===== src/sv/audio_level_classifier_core_defines.svh =====
// Assertion macros of the audio level classifier RTL, used by the sequencer alc_ctrl.
`ifndef AUDIO_LEVEL_CLASSIFIER_CORE_DEFINES_SVH
`define AUDIO_LEVEL_CLASSIFIER_CORE_DEFINES_SVH

// same-cycle implication, checked outside reset
`define ALC_ASSERT_NOW(lbl, ante, cons) \
	lbl: assert property (@(posedge clk) disable iff (!arst_n) (ante) |-> (cons)) \
		else $error("alc assertion failed");

// next-cycle implication, checked outside reset
`define ALC_ASSERT_NXT(lbl, ante, cons) \
	lbl: assert property (@(posedge clk) disable iff (!arst_n) (ante) |=> (cons)) \
		else $error("alc assertion failed");

`endif


===== src/sv/alc_pkg.sv =====
// Types and constants of the audio level classifier.
package alc_pkg;

	localparam int unsigned SAMPLE_W  = 24;
	localparam int unsigned DC_W      = 25;
	localparam int unsigned SUM_W     = 32;
	localparam int unsigned CNT_W     = 13;
	localparam int unsigned LEVEL_W   = 24;
	localparam int unsigned CLASS_W   = 3;
	localparam int unsigned RUN_W     = 3;
	localparam int unsigned DIV_STEPS = SUM_W;
	localparam int unsigned STEP_W    = $clog2(DIV_STEPS);

	localparam logic [LEVEL_W-1:0] RISE_STEP      = LEVEL_W'(5000);
	localparam logic [RUN_W-1:0]   RUN_FOR_SUDDEN = RUN_W'(5);

	localparam logic [LEVEL_W-1:0] CALM_RST  = LEVEL_W'(200);
	localparam logic [LEVEL_W-1:0] HUMAN_RST = LEVEL_W'(800);
	localparam logic [LEVEL_W-1:0] LOUD_RST  = LEVEL_W'(2000);
	localparam logic [LEVEL_W-1:0] CLAP_RST  = LEVEL_W'(4000);

	typedef enum logic [1:0] {
		REG_CALM  = 2'd0,
		REG_HUMAN = 2'd1,
		REG_LOUD  = 2'd2,
		REG_CLAP  = 2'd3
	} cfg_reg_t;

	typedef enum logic [CLASS_W-1:0] {
		CLS_CALM   = 3'd0,
		CLS_MUSIC  = 3'd1,
		CLS_HUMAN  = 3'd2,
		CLS_NOISY  = 3'd3,
		CLS_SUDDEN = 3'd4
	} env_class_t;

	typedef enum logic [1:0] {
		ST_IDLE,
		ST_DIV,
		ST_DONE
	} ctl_state_t;

	typedef struct packed {
		logic accept;
		logic div_step;
		logic load_out;
	} dp_cmd_t;

	typedef struct packed {
		logic frame_close;
		logic div_last;
	} dp_sts_t;

endpackage


===== src/sv/alc_ctrl.sv =====
// Sequencer of the audio level classifier: request handshake and divider control.
module alc_ctrl
	import alc_pkg::*;
(
	input  logic    clk,
	input  logic    arst_n,
	input  logic    in_valid,
	output logic    in_ready,
	output logic    out_valid,
	input  logic    out_ready,
	output dp_cmd_t cmd,
	input  dp_sts_t sts
);

	`include "audio_level_classifier_core_defines.svh"

	ctl_state_t state_q, state_nx;
	logic       out_valid_q;

	always_comb begin
		state_nx = state_q;
		unique case (state_q)
			ST_IDLE: begin
				if (in_valid && sts.frame_close) begin
					state_nx = ST_DIV;
				end
			end
			ST_DIV: begin
				if (sts.div_last) begin
					state_nx = ST_DONE;
				end
			end
			ST_DONE: begin
				if (!out_valid_q || out_ready) begin
					state_nx = ST_IDLE;
				end
			end
			default: state_nx = ST_IDLE;
		endcase
	end

	always_comb begin
		in_ready     = 1'b0;
		cmd.accept   = 1'b0;
		cmd.div_step = 1'b0;
		cmd.load_out = 1'b0;
		unique case (state_q)
			ST_IDLE: begin
				in_ready   = 1'b1;
				cmd.accept = in_valid;
			end
			ST_DIV: begin
				cmd.div_step = 1'b1;
			end
			ST_DONE: begin
				cmd.load_out = !out_valid_q || out_ready;
			end
			default: ;
		endcase
	end

	always_ff @(posedge clk or negedge arst_n) begin
		if (!arst_n) begin
			state_q     <= ST_IDLE;
			out_valid_q <= 1'b0;
		end else begin
			state_q <= state_nx;
			if (cmd.load_out) begin
				out_valid_q <= 1'b1;
			end else if (out_ready) begin
				out_valid_q <= 1'b0;
			end
		end
	end

	assign out_valid = out_valid_q;

	`ALC_ASSERT_NXT(a_close_starts_div, cmd.accept && sts.frame_close, state_q == ST_DIV)
	`ALC_ASSERT_NXT(a_last_step_done, state_q == ST_DIV && sts.div_last, state_q == ST_DONE)
	`ALC_ASSERT_NXT(a_load_shows_result, cmd.load_out, out_valid_q)
	`ALC_ASSERT_NOW(a_no_accept_busy, state_q != ST_IDLE, !cmd.accept)

endmodule


===== src/sv/alc_dp.sv =====
// Datapath of the audio level classifier: DC removal, frame sum, divider, classifier.
module alc_dp
	import alc_pkg::*;
#(
	parameter int unsigned FRAME_DEPTH = 256
) (
	input  logic                clk,
	input  logic                arst_n,
	input  logic                cfg_we,
	input  logic [1:0]          cfg_addr,
	input  logic [LEVEL_W-1:0]  cfg_wdata,
	input  logic signed [31:0]  raw_word,
	input  logic                frame_end,
	input  dp_cmd_t             cmd,
	output dp_sts_t             sts,
	output logic [LEVEL_W-1:0]  level,
	output logic [CLASS_W-1:0]  env_class
);

	logic [LEVEL_W-1:0] calm_q, human_q, loud_q, clap_q;

	logic signed [DC_W-1:0]  dc_q;
	logic [SUM_W-1:0]        sum_q;
	logic [CNT_W-1:0]        cnt_q;
	logic [SUM_W-1:0]        sm_q;
	logic [LEVEL_W-1:0]      prev_q;
	logic [RUN_W-1:0]        run_q;

	logic [SUM_W-1:0]        quo_q;
	logic [CNT_W-1:0]        rem_q;
	logic [CNT_W-1:0]        dvs_q;
	logic [STEP_W-1:0]       step_q;

	logic [LEVEL_W-1:0]      level_q;
	env_class_t              class_q;

	logic signed [SAMPLE_W-1:0] x;
	logic signed [35:0]         dc_acc;
	logic signed [DC_W-1:0]     dc_nx;
	logic signed [DC_W:0]       resid;
	logic [DC_W:0]              mag;
	logic [SUM_W:0]             sum_wide;
	logic [SUM_W-1:0]           sum_sat;
	logic [CNT_W-1:0]           cnt_inc;
	logic [SUM_W+1:0]           sm_wide;
	logic [SUM_W-1:0]           sm_nx;

	logic [CNT_W:0]             rem_sh;
	logic                       rem_ge;

	logic [LEVEL_W-1:0]         e;
	logic                       rise;
	logic [RUN_W-1:0]           run_inc;
	logic [RUN_W-1:0]           run_nx;
	env_class_t                 cls;

	// sample path
	assign x        = $signed(raw_word[31:8]);
	assign dc_acc   = (36'(dc_q) <<< 10) - 36'(dc_q) + 36'(x);
	assign dc_nx    = DC_W'(dc_acc >>> 10);
	assign resid    = (DC_W+1)'(x) - (DC_W+1)'(dc_nx);
	assign mag      = resid[DC_W] ? (DC_W+1)'(-resid) : (DC_W+1)'(resid);
	assign sum_wide = {1'b0, sum_q} + (SUM_W+1)'(mag);
	assign sum_sat  = sum_wide[SUM_W] ? '1 : sum_wide[SUM_W-1:0];
	assign cnt_inc  = cnt_q + CNT_W'(1);
	assign sm_wide  = ({2'b00, sm_q} << 1) + {2'b00, sm_q} + {2'b00, sum_sat};
	assign sm_nx    = sm_wide[SUM_W+1:2];

	assign sts.frame_close = frame_end || (cnt_inc >= CNT_W'(FRAME_DEPTH));

	// restoring divider, one quotient bit a cycle
	assign rem_sh       = {rem_q, quo_q[SUM_W-1]};
	assign rem_ge       = rem_sh >= {1'b0, dvs_q};
	assign sts.div_last = (step_q == STEP_W'(DIV_STEPS - 1));

	// level and classification
	assign e       = (quo_q[SUM_W-1:LEVEL_W] != '0) ? '1 : quo_q[LEVEL_W-1:0];
	assign rise    = (e > clap_q) && (e > prev_q) && ((e - prev_q) > RISE_STEP);
	assign run_inc = rise ? run_q + RUN_W'(1) : '0;

	always_comb begin
		run_nx = run_inc;
		if (run_inc >= RUN_FOR_SUDDEN) begin
			run_nx = '0;
			cls    = CLS_SUDDEN;
		end else if (e > loud_q) begin
			cls = CLS_NOISY;
		end else if (e > human_q) begin
			cls = CLS_HUMAN;
		end else if (e > calm_q) begin
			cls = CLS_MUSIC;
		end else begin
			cls = CLS_CALM;
		end
	end

	always_ff @(posedge clk or negedge arst_n) begin
		if (!arst_n) begin
			calm_q  <= CALM_RST;
			human_q <= HUMAN_RST;
			loud_q  <= LOUD_RST;
			clap_q  <= CLAP_RST;
		end else if (cfg_we) begin
			unique case (cfg_reg_t'(cfg_addr))
				REG_CALM:  calm_q  <= cfg_wdata;
				REG_HUMAN: human_q <= cfg_wdata;
				REG_LOUD:  loud_q  <= cfg_wdata;
				REG_CLAP:  clap_q  <= cfg_wdata;
				default: ;
			endcase
		end
	end

	always_ff @(posedge clk or negedge arst_n) begin
		if (!arst_n) begin
			dc_q   <= '0;
			sum_q  <= '0;
			cnt_q  <= '0;
			sm_q   <= '0;
			prev_q <= '0;
			run_q  <= '0;
		end else begin
			if (cmd.accept) begin
				dc_q <= dc_nx;
				if (sts.frame_close) begin
					sum_q <= '0;
					cnt_q <= '0;
					sm_q  <= sm_nx;
				end else begin
					sum_q <= sum_sat;
					cnt_q <= cnt_inc;
				end
			end
			if (cmd.load_out) begin
				prev_q <= e;
				run_q  <= run_nx;
			end
		end
	end

	always_ff @(posedge clk) begin
		if (cmd.accept && sts.frame_close) begin
			quo_q  <= sm_nx;
			rem_q  <= '0;
			dvs_q  <= cnt_inc;
			step_q <= '0;
		end else if (cmd.div_step) begin
			quo_q  <= {quo_q[SUM_W-2:0], rem_ge};
			rem_q  <= rem_ge ? CNT_W'(rem_sh - {1'b0, dvs_q}) : CNT_W'(rem_sh);
			step_q <= step_q + STEP_W'(1);
		end
		if (cmd.load_out) begin
			level_q <= e;
			class_q <= cls;
		end
	end

	assign level     = level_q;
	assign env_class = class_q;

endmodule


===== src/sv/audio_level_classifier_core.sv =====
// Top level of the audio level classifier: DC-blocked smoothed mean absolute level per frame.
//
// Input requests carry one raw microphone word (upper 24 bits used) and a frame_end
// flag. Samples inside a frame are taken one per cycle. A sample with frame_end set,
// or the FRAME_DEPTH-th sample of a frame, closes the frame: the smoothed sum is then
// divided by the sample count in a restoring divider, one quotient bit per cycle,
// so the closing sample is followed by the divide steps of ST_DIV and the load in ST_DONE.
// in_ready is low in ST_DIV and ST_DONE; the result (level, env_class) is loaded into the
// output register in ST_DONE once the output slot is free.
// A frame costs its samples plus the divide and the load; the divider sets the overhead.
// One result request is produced per frame, none for other samples.
// If the receiver stalls, the result is held in the output register and samples of
// the next frame are still taken; only the next result waits in ST_DONE for the slot.
// Configuration writes (calm, human, loud, clap thresholds) take effect at once;
// the user must make them while the block is idle; the block does not enforce it.
// Reset clears the DC estimate, frame sum, count, smoothed sum, rise history and
// restores the threshold defaults; the output channel is empty after reset.
module audio_level_classifier_core
	import alc_pkg::*;
#(
	parameter int unsigned FRAME_DEPTH = 256
) (
	input  logic                clk,
	input  logic                arst_n,
	input  logic                cfg_we,
	input  logic [1:0]          cfg_addr,
	input  logic [LEVEL_W-1:0]  cfg_wdata,
	input  logic                in_valid,
	output logic                in_ready,
	input  logic signed [31:0]  raw_word,
	input  logic                frame_end,
	output logic                out_valid,
	input  logic                out_ready,
	output logic [LEVEL_W-1:0]  level,
	output logic [CLASS_W-1:0]  env_class
);

	dp_cmd_t cmd;
	dp_sts_t sts;

	alc_ctrl u_ctrl (
		.clk       (clk),
		.arst_n    (arst_n),
		.in_valid  (in_valid),
		.in_ready  (in_ready),
		.out_valid (out_valid),
		.out_ready (out_ready),
		.cmd       (cmd),
		.sts       (sts)
	);

	alc_dp #(
		.FRAME_DEPTH (FRAME_DEPTH)
	) u_dp (
		.clk       (clk),
		.arst_n    (arst_n),
		.cfg_we    (cfg_we),
		.cfg_addr  (cfg_addr),
		.cfg_wdata (cfg_wdata),
		.raw_word  (raw_word),
		.frame_end (frame_end),
		.cmd       (cmd),
		.sts       (sts),
		.level     (level),
		.env_class (env_class)
	);

endmodule

===== config.mk =====
export PLATFORM = sky130hd
export DESIGN_NAME = audio_level_classifier_core
export DESIGN_NICKNAME = d
export VERILOG_FILES = /design/src/sv/alc_pkg.sv /design/src/sv/alc_ctrl.sv /design/src/sv/alc_dp.sv /design/src/sv/audio_level_classifier_core.sv
export VERILOG_INCLUDE_DIRS = /design/src /design/src/sv
export SDC_FILE = /design/constraint.sdc
export NUM_CORES = 1
export LEC_CHECK = 0
export BUFFER_PORTS_ARGS = -buffer_cell sky130_fd_sc_hd__buf_2
export CAP_MARGIN = 20
export CORE_MARGIN = 8
export CORE_UTILIZATION = 64
export DETAILED_ROUTE_END_ITERATION = 8
export PLACE_DENSITY = 0.79
export SETUP_SLACK_MARGIN = 0.1
export SLEW_MARGIN = 10
export SYNTH_ARGS = -nofsm -noshare
export SYNTH_HDL_FRONTEND = slang
export SYNTH_SLANG_ARGS = --single-unit

===== constraint.sdc =====
create_clock -name clk -period 15.7 [get_ports clk]
set_input_delay 1.57 -clock clk [delete_from_list [all_inputs] [get_ports clk]]
set_output_delay 1.57 -clock clk [all_outputs]
set_load 0.05 [all_outputs]

==> summary.txt, run 1 <==
Run status
  • Outcome: finished clean

Timing
  • Period Utilization, post-route: about 90%
  • Final setup skew: 0.0189 ns
  • Max-slew violations: 0
  • Slew headroom: 32.8%
  • Final hold viol count: 0
  • TNS Setup: 0 ns
  • Final setup vio count: 0
  • Fmax: between 60 and 70 MHz
  • Unrepaired setup endpoints after global routing: no
  • Worst Tran Pin Value: 1.01 ns
  • WHS: roughly 0.47 ns
  • Min cycle time layout: 14.50 ns

Final layout
  • Layout cells sized above 1: about 12%
  • Fillers: 2990
  • Nets: between 3000 and 4000
  • Ant diodes: 0
  • Area growth syn-to-layout: 8.66%
  • Fin util: between 70% and 80%

Yosys
  • Synth Area per Inst: between 8 and 9 sq um
  • Fraction of registers with async set/reset: a little under three quarters
  • Sequential area share after synthesis: approximately a third
  • Synth Area in Compound Gates: roughly 17%
  • Share of the synthesized area in the top cell type: between 20% and 30%
  • Largest family of logic cells by synthesized area: adder cells
  • Synth Area in Adders: between 10% and 20%
  • Largest cells by area after synthesis: dfrtp_1 (21%), ha_1 (13%), edfxtp_1 (8.7%), inv_1 (5.4%), fa_1 (4.8%)
  • Synth Register Bits: between 300 and 400
  • Most frequent cell after synthesis: inv_1
  • Multiplexer share of the synthesized area: approximately 4%
  • Mapped Cells: around 2800
  • Synth Area in Simple Gates: roughly 16%
  • Synth Cell Area: around 0.025 sq mm
  • XOR/XNOR Fraction of Synth Area: about 5.6%
  • Commonest cells post-synth: inv_1 (357), nand2_1 (287), ha_1 (252), o21ai_0 (240), dfrtp_1 (210)
  • Post-Syn Nets: between 3000 and 4000
  • Synth Warn #: 0
  • Synth unique cells: 93
  • Synth area leader: dfrtp_1
  • Top FF cell, synth: dfrtp_1
  • Number of synthesized flops with an enable pin: 72

Detailed routing
  • Via density: 5.92
  • Starting DRC count in detailed routing: 1200
  • TritonRoute pass-1 iters: 6
  • Wirelength, routed: between 50000 and 60000 um
  • Via Count: 20000
  • Final ANT Viol Nets: 0
  • Wirelength per Cell: 17.7 um
  • # DRC: 0

Global routing
  • Total gr overflow: 0
  • Antenna violations before repair: 0
  • Largest net degree at the start of global routing: between 80 and 90
  • Gr usage total: a little over a quarter
  • Number of global-route vias before repair: ~21000
  • First-pass GRT wire length: about 100000 um

Min path
  • Worst Hold Class: register to register
  • HP Start: u_dp.step_q[4]$_SDFFE_PP0P_

Floorplanning
  • Die height: 213 um
  • Die W: 213 um
  • CORE AREA: 0.0385 sq mm
  • Die ar.: between 0.04 and 0.05 sq mm
  • Initial Utilization: between 60% and 70%
  • Row cnt: a little over 70
  • I/O Pins: between 90 and 100

Clock tree
  • # H-tree levels: 2
  • # hold bufs at CTS: 0
  • # Post-CTS Setup Buffers: 0
  • Cts repair resizes: 0
  • Clock Tree Buf Depth: 3
  • CTS Root Cell: clkbuf_16
  • Clock sinks: 318
  • Total CTS buffers: 38
  • Clock Pin Slew Worst Setup and Hold Paths: roughly 0.06 ns
  • Latest clock arrival within the worst-skew pair: between 0.5 and 0.6 ns
  • TritonCTS clock tree: built

Placed design
  • PortBufs: 84
  • DPL Wire Length: 45600 um
  • Final GP Congestion: 0.958

Critical path
  • CP peak stage delay: about 0.53 ns
  • Crit path arrival time: about 15 ns
  • Crit path kind: input pin to register
  • Critical R2R Launch: u_dp.dc_q[1]$_DFFE_PN0P_
  • Startpoint types: input pin
  • CP endpoint kind: register
  • Crit-path leading delay family: compound AO/OA/AOI/OAI gates
  • Critical path peak fanout: 16
  • CP dominant cell by count: a21oi_1
  • Origin of the worst setup path: raw_word[19]
  • Slowest cell on the critical path: fa_1
  • Worst Path Buf+Inv: 5
  • Worst EP required: about 16 ns

Run
  • Max-cap violations: 0
logic make-up after synthesis:
group / after synthesis
buffers and inverters: 432
AND/OR/NAND/NOR: 793
XOR/XNOR: 155
adder cells (fa/ha/maj): 316
flip-flops: 318
AO/OA/AOI/OAI: 661
multiplexers: 89
registers in the layout (all words and copies together) (netlist names):
name / count
u_dp.level: 24
u_ctrl.state_q: 2
u_dp.cnt_q: 13
u_dp.loud_q: 24
u_dp.clap_q: 24
u_dp.sum_q: 32
u_dp.sm_q: 32
u_dp.run_q: 3
u_dp.rem_q: 13
u_dp.dc_q: 25
u_dp.env_class: 3
u_dp.calm_q: 24
u_dp.prev_q: 24
u_dp.step_q: 5
u_dp.dvs_q: 13
u_dp.quo_q: 32
u_dp.human_q: 24
u_ctrl.out_valid: 1
final cells by class:
type / instances / area, sq um / area share, %
timing repair buffer: 100 / 571 / 2.12
clock buffer: 50 / 1060 / 3.93
inverter: 357 / 1340 / 4.98
clock inverter: 19 / 178 / 0.660
sequential: 318 / 8250 / 30.6
tap: 518 / 648 / 2.41
multi-input combinational: 2014 / 14900 / 55.3
worst reg2reg max path: cells and delay by family, from the launching register on:
family / cells / cell delay [ns]
AOI/OAI and AO/OA: 35 / 7.93
buffers and inverters: 4 / 0.39
and+or+nand+nor: 9 / 1.47
adders and majority gates: 6 / 2.50
DFF: 1 / 0.35
muxes: 1 / 0.30
xor gates and xnor gates: 2 / 0.46
routing by layer:
layer | up-vias | global-route usage, % | wire length (um)
li1 | 9682 | - | -
met1 | 9647 | 33.7 | 25600
met2 | 515 | 47.6 | 29300
met3 | 140 | 3.95 | 2810
met4 | 0 | 9.71 | 2040
met5 | - | 0 | 0
stage by stage:
step | setup WS, ns | area (sq um) | instances
2_1_floorplan | 2.68 | 24800 | 2764
3_3_place_gp | 1.08 | 25700 | 3305
3_5_place_dp | 0.857 | 25700 | 3306
4_1_cts | 1.35 | 26900 | 3375
5_1_grt | 0.418 | 26900 | 3376
6_report | 1.20 | 26900 | 3376
worst paths after layout:
check                                                end  slack [ns]  depth (start not counted)
hold / removal               u_dp.step_q[4]$_SDFFE_PP0P_        0.47                          2
min in group asynchronous  u_ctrl.state_q[1]$_DFFE_PN0P_        1.04                          1
setup reg to reg                u_dp.quo_q[27]$_DFFE_PP_        2.04                         57
setup / recovery                u_dp.quo_q[27]$_DFFE_PP_        1.20                         58
max in group asynchronous     u_dp.sum_q[29]$_DFFE_PN0P_       13.18                          2
hold reg to reg              u_dp.step_q[4]$_SDFFE_PP0P_        0.47                          2
cell usage in the layout, fill, tap and decap left out, drive strengths merged, types with 53 or more instances in the layout:
| master | count |
|---|---|
| nor2 | 134 |
| edfxtp | 72 |
| mux2 | 82 |
| a21oi | 163 |
| nand2 | 296 |
| nand3 | 54 |
| a21o | 76 |
| inv | 359 |
| fa | 60 |
| xnor2 | 104 |
| ha | 252 |
| dfrtp | 210 |
| o21ai | 247 |
| nand4 | 53 |
| buf | 100 |
Power of run 1 is left out: the tool's default activity adds up to more than one toggle a clock period on the data nets, which glitch-free logic cannot reach.
==> inputs of run 2 (changes only) <==
--- a/config.mk
+++ b/config.mk
@@ -9,9 +9,10 @@
 export BUFFER_PORTS_ARGS = -buffer_cell sky130_fd_sc_hd__buf_2
 export CAP_MARGIN = 20
 export CORE_MARGIN = 8
-export CORE_UTILIZATION = 64
+export CORE_UTILIZATION = 65
+export CTS_BUF_LIST = sky130_fd_sc_hd__clkbuf_8
 export DETAILED_ROUTE_END_ITERATION = 8
-export PLACE_DENSITY = 0.79
+export PLACE_DENSITY = 0.8
 export SETUP_SLACK_MARGIN = 0.1
 export SLEW_MARGIN = 10
 export SYNTH_ARGS = -nofsm -noshare
==> run 2 against run 1 <==
Against the previous run:
- routed wire length rose by 0.14%
- core utilization rose by 1.3 points
- first-iteration DRC count rose by 11%
- count of clock-buffer cells in the layout rose by 13
- maximum frequency rose by 0.97%
- hold slack got worse by 0.0074 ns
- largest cell class unchanged
- non-clock buffer count did not move
- register-to-register slack improved by 0.05 ns
- final cell count rose by 0.92%
- clock skew rose by 0.017 ns
- critical path depth did not move
==> summary.txt, run 2 (same netlist as run 1, synthesis figures left out) <==
Min path
  • HP Start: u_dp.step_q[4]$_SDFFE_PP0P_
  • Worst Hold Class: register to register

Final layout
  • Regs by FF count: u_dp.quo_q: 32 flops, u_dp.sm_q: 32 flops, u_dp.sum_q: 32 flops
  • Commonest non-fill, non-tap cell in the layout: inv_1
  • Ant diodes: 0 (unchanged)
  • Nets: 3224 (+0.59%)
  • Area growth syn-to-layout: 8.08%
  • Most frequent cells in the layout: inv_1 (381), nand2_1 (285), ha_1 (252)
  • Layout cells sized above 1: 12.8% (+0.46 points)
  • Final Cell Area: 0.0268 sq mm (-0.53%)

Run status
  • Outcome: finished clean

Timing
  • Unrepaired setup endpoints after global routing: no
  • WHS: 0.465 ns (-0.00736 ns)
  • Final setup skew: 0.0355 ns (+0.0166 ns)
  • Worst Tran Pin Value: 0.993 ns (-0.0149 ns)
  • Final hold viol count: 0 (unchanged)
  • Min cycle time layout: 14.36 ns (-0.140 ns)
  • Final setup vio count: 0 (unchanged)
  • Fmax: 69.7 MHz (+0.97%)
  • TNS Setup: 0 ns (unchanged)
  • Max-slew violations: 0 (unchanged)
  • Period Utilization, post-route: 91.4% (-0.89 points)
  • Slew headroom: 33.8% (+0.99 points)

Clock tree
  • Clock sinks: 318 (unchanged)
  • TritonCTS clock tree: built
  • Cts repair resizes: 0 (unchanged)
  • # Post-CTS Setup Buffers: 0 (unchanged)
  • Total CTS buffers: 57 (+50%)
  • # hold bufs at CTS: 0 (unchanged)
  • Latest clock arrival within the worst-skew pair: 0.66 ns (+0.11 ns)
  • Clock Pin Slew Worst Setup and Hold Paths: 0.06 ns (about the same)
  • # H-tree levels: 2 (unchanged)
  • CTS Root Cell: clkbuf_8
  • Clock Tree Buf Depth: 3 (unchanged)

Critical path
  • Slowest cell on the critical path: fa_1
  • Origin of the worst setup path: raw_word[19]
  • Critical R2R Launch: u_dp.dc_q[1]$_DFFE_PN0P_
  • CP peak stage delay: 0.53 ns (about the same)
  • Worst Path Buf+Inv: 5 (unchanged)
  • CP dominant cell by count: a21oi_1
  • Critical path peak fanout: 16 (unchanged)
  • Crit-path leading delay family: compound AO/OA/AOI/OAI gates
  • Crit path kind: input pin to register
  • Startpoint types: input pin
  • CP endpoint kind: register
  • Crit path arrival time: 14.76 ns (-0.03 ns)
  • Worst EP required: 16.10 ns (+0.11 ns)

Global routing
  • Total gr overflow: 0 (unchanged)
  • First-pass GRT wire length: 100000 um (-0.79%)
  • Gr usage total: 27.3% (+0.18 points)
  • Antenna violations before repair: 0 (unchanged)
  • Number of global-route vias before repair: 20300 (-2.1%)
  • Largest net degree at the start of global routing: 89 (unchanged)

Detailed routing
  • TritonRoute pass-1 iters: 6 (unchanged)
  • Wirelength, routed: 59800 um (+0.14%)
  • Wirelength per Cell: 17.6 um (-0.77%)
  • Starting DRC count in detailed routing: 1336 (+11%)
  • # DRC: 0 (unchanged)
  • Via Count: 20100 (+0.35%)
  • Via density: 5.89 (-0.56%)
  • Final ANT Viol Nets: 0 (unchanged)

Floorplanning
  • Die ar.: 0.0446 sq mm (-1.4%)
  • Row cnt: 71 (-1.4%)
  • CORE AREA: 0.0376 sq mm (-2.3%)
  • Die height: 211 um (-0.71%)
  • I/O Pins: 93 (unchanged)
  • Die W: 211 um (-0.71%)
  • Initial Utilization: 66.0% (+1.5 points)

Run
  • Max-cap violations: 0 (unchanged)

Placed design
  • DPL Wire Length: 46200 um (+1.2%)
  • Placed Area: 0.0257 sq mm (about the same)
  • Final GP Congestion: 0.961 (+0.27%)
  • PortBufs: 84 (unchanged)
[run 2: cell types whose count changed in the layout (fill, tap and decap cells not counted), sizes merged]
cell	previous run	this run
clkinv	12	13
clkinvlp	3	2
inv	359	384
clkbuf	50	63
[run 2: tightest hold or removal path, cell delays in order (launching register included)]
cell,delay (ns)
dfxtp_1,0.31
nand2_1,0.05
a21oi_1,0.05
[run 2: worst paths after layout]
kind                                                    end  slack (ns)  cells after the start
worst max-delay path               u_dp.quo_q[27]$_DFFE_PP_        1.34                     58
worst min-delay path            u_dp.step_q[4]$_SDFFE_PP0P_        0.46                      2
worst max register to register     u_dp.quo_q[27]$_DFFE_PP_        2.09                     57
worst min register to register  u_dp.step_q[4]$_SDFFE_PP0P_        0.46                      2
max in group asynchronous       u_dp.calm_q[17]$_DFFE_PN0P_       13.26                      2
min in group asynchronous          u_dp.dc_q[6]$_DFFE_PN0P_        0.94                      1
[run 2: area by class of cell]
type                       instances  area, sq um
clock buffer                      63          867
clock inverter                    44          245
fill                            2885        10800
inverter                         357         1340
multi-input combinational       2014        14900
sequential                       318         8250
tap                              511          639
timing repair buffer             100          558
[run 2: routing by layer]
metal	GRT usage [%]	part of all wire, %	up-vias
met5	0	0	-
met4	10.1	3.2	0
met3	4.64	5.3	139
met2	46.7	49	523
met1	34.3	43	9657
li1	-	-	9735
[run 2: through the flow]
stage / cells / util, % / setup slack [ns]
global placement: 3299 / 68.3 / 1.15
detailed placement: 3300 / 68.3 / 0.875
floorplan: 2764 / - / 2.68
global route: 3407 / 71.3 / 0.415
CTS: 3407 / 71.3 / 1.54
finish: 3407 / 71.3 / 1.34
Power of run 2 is left out for the same reason.
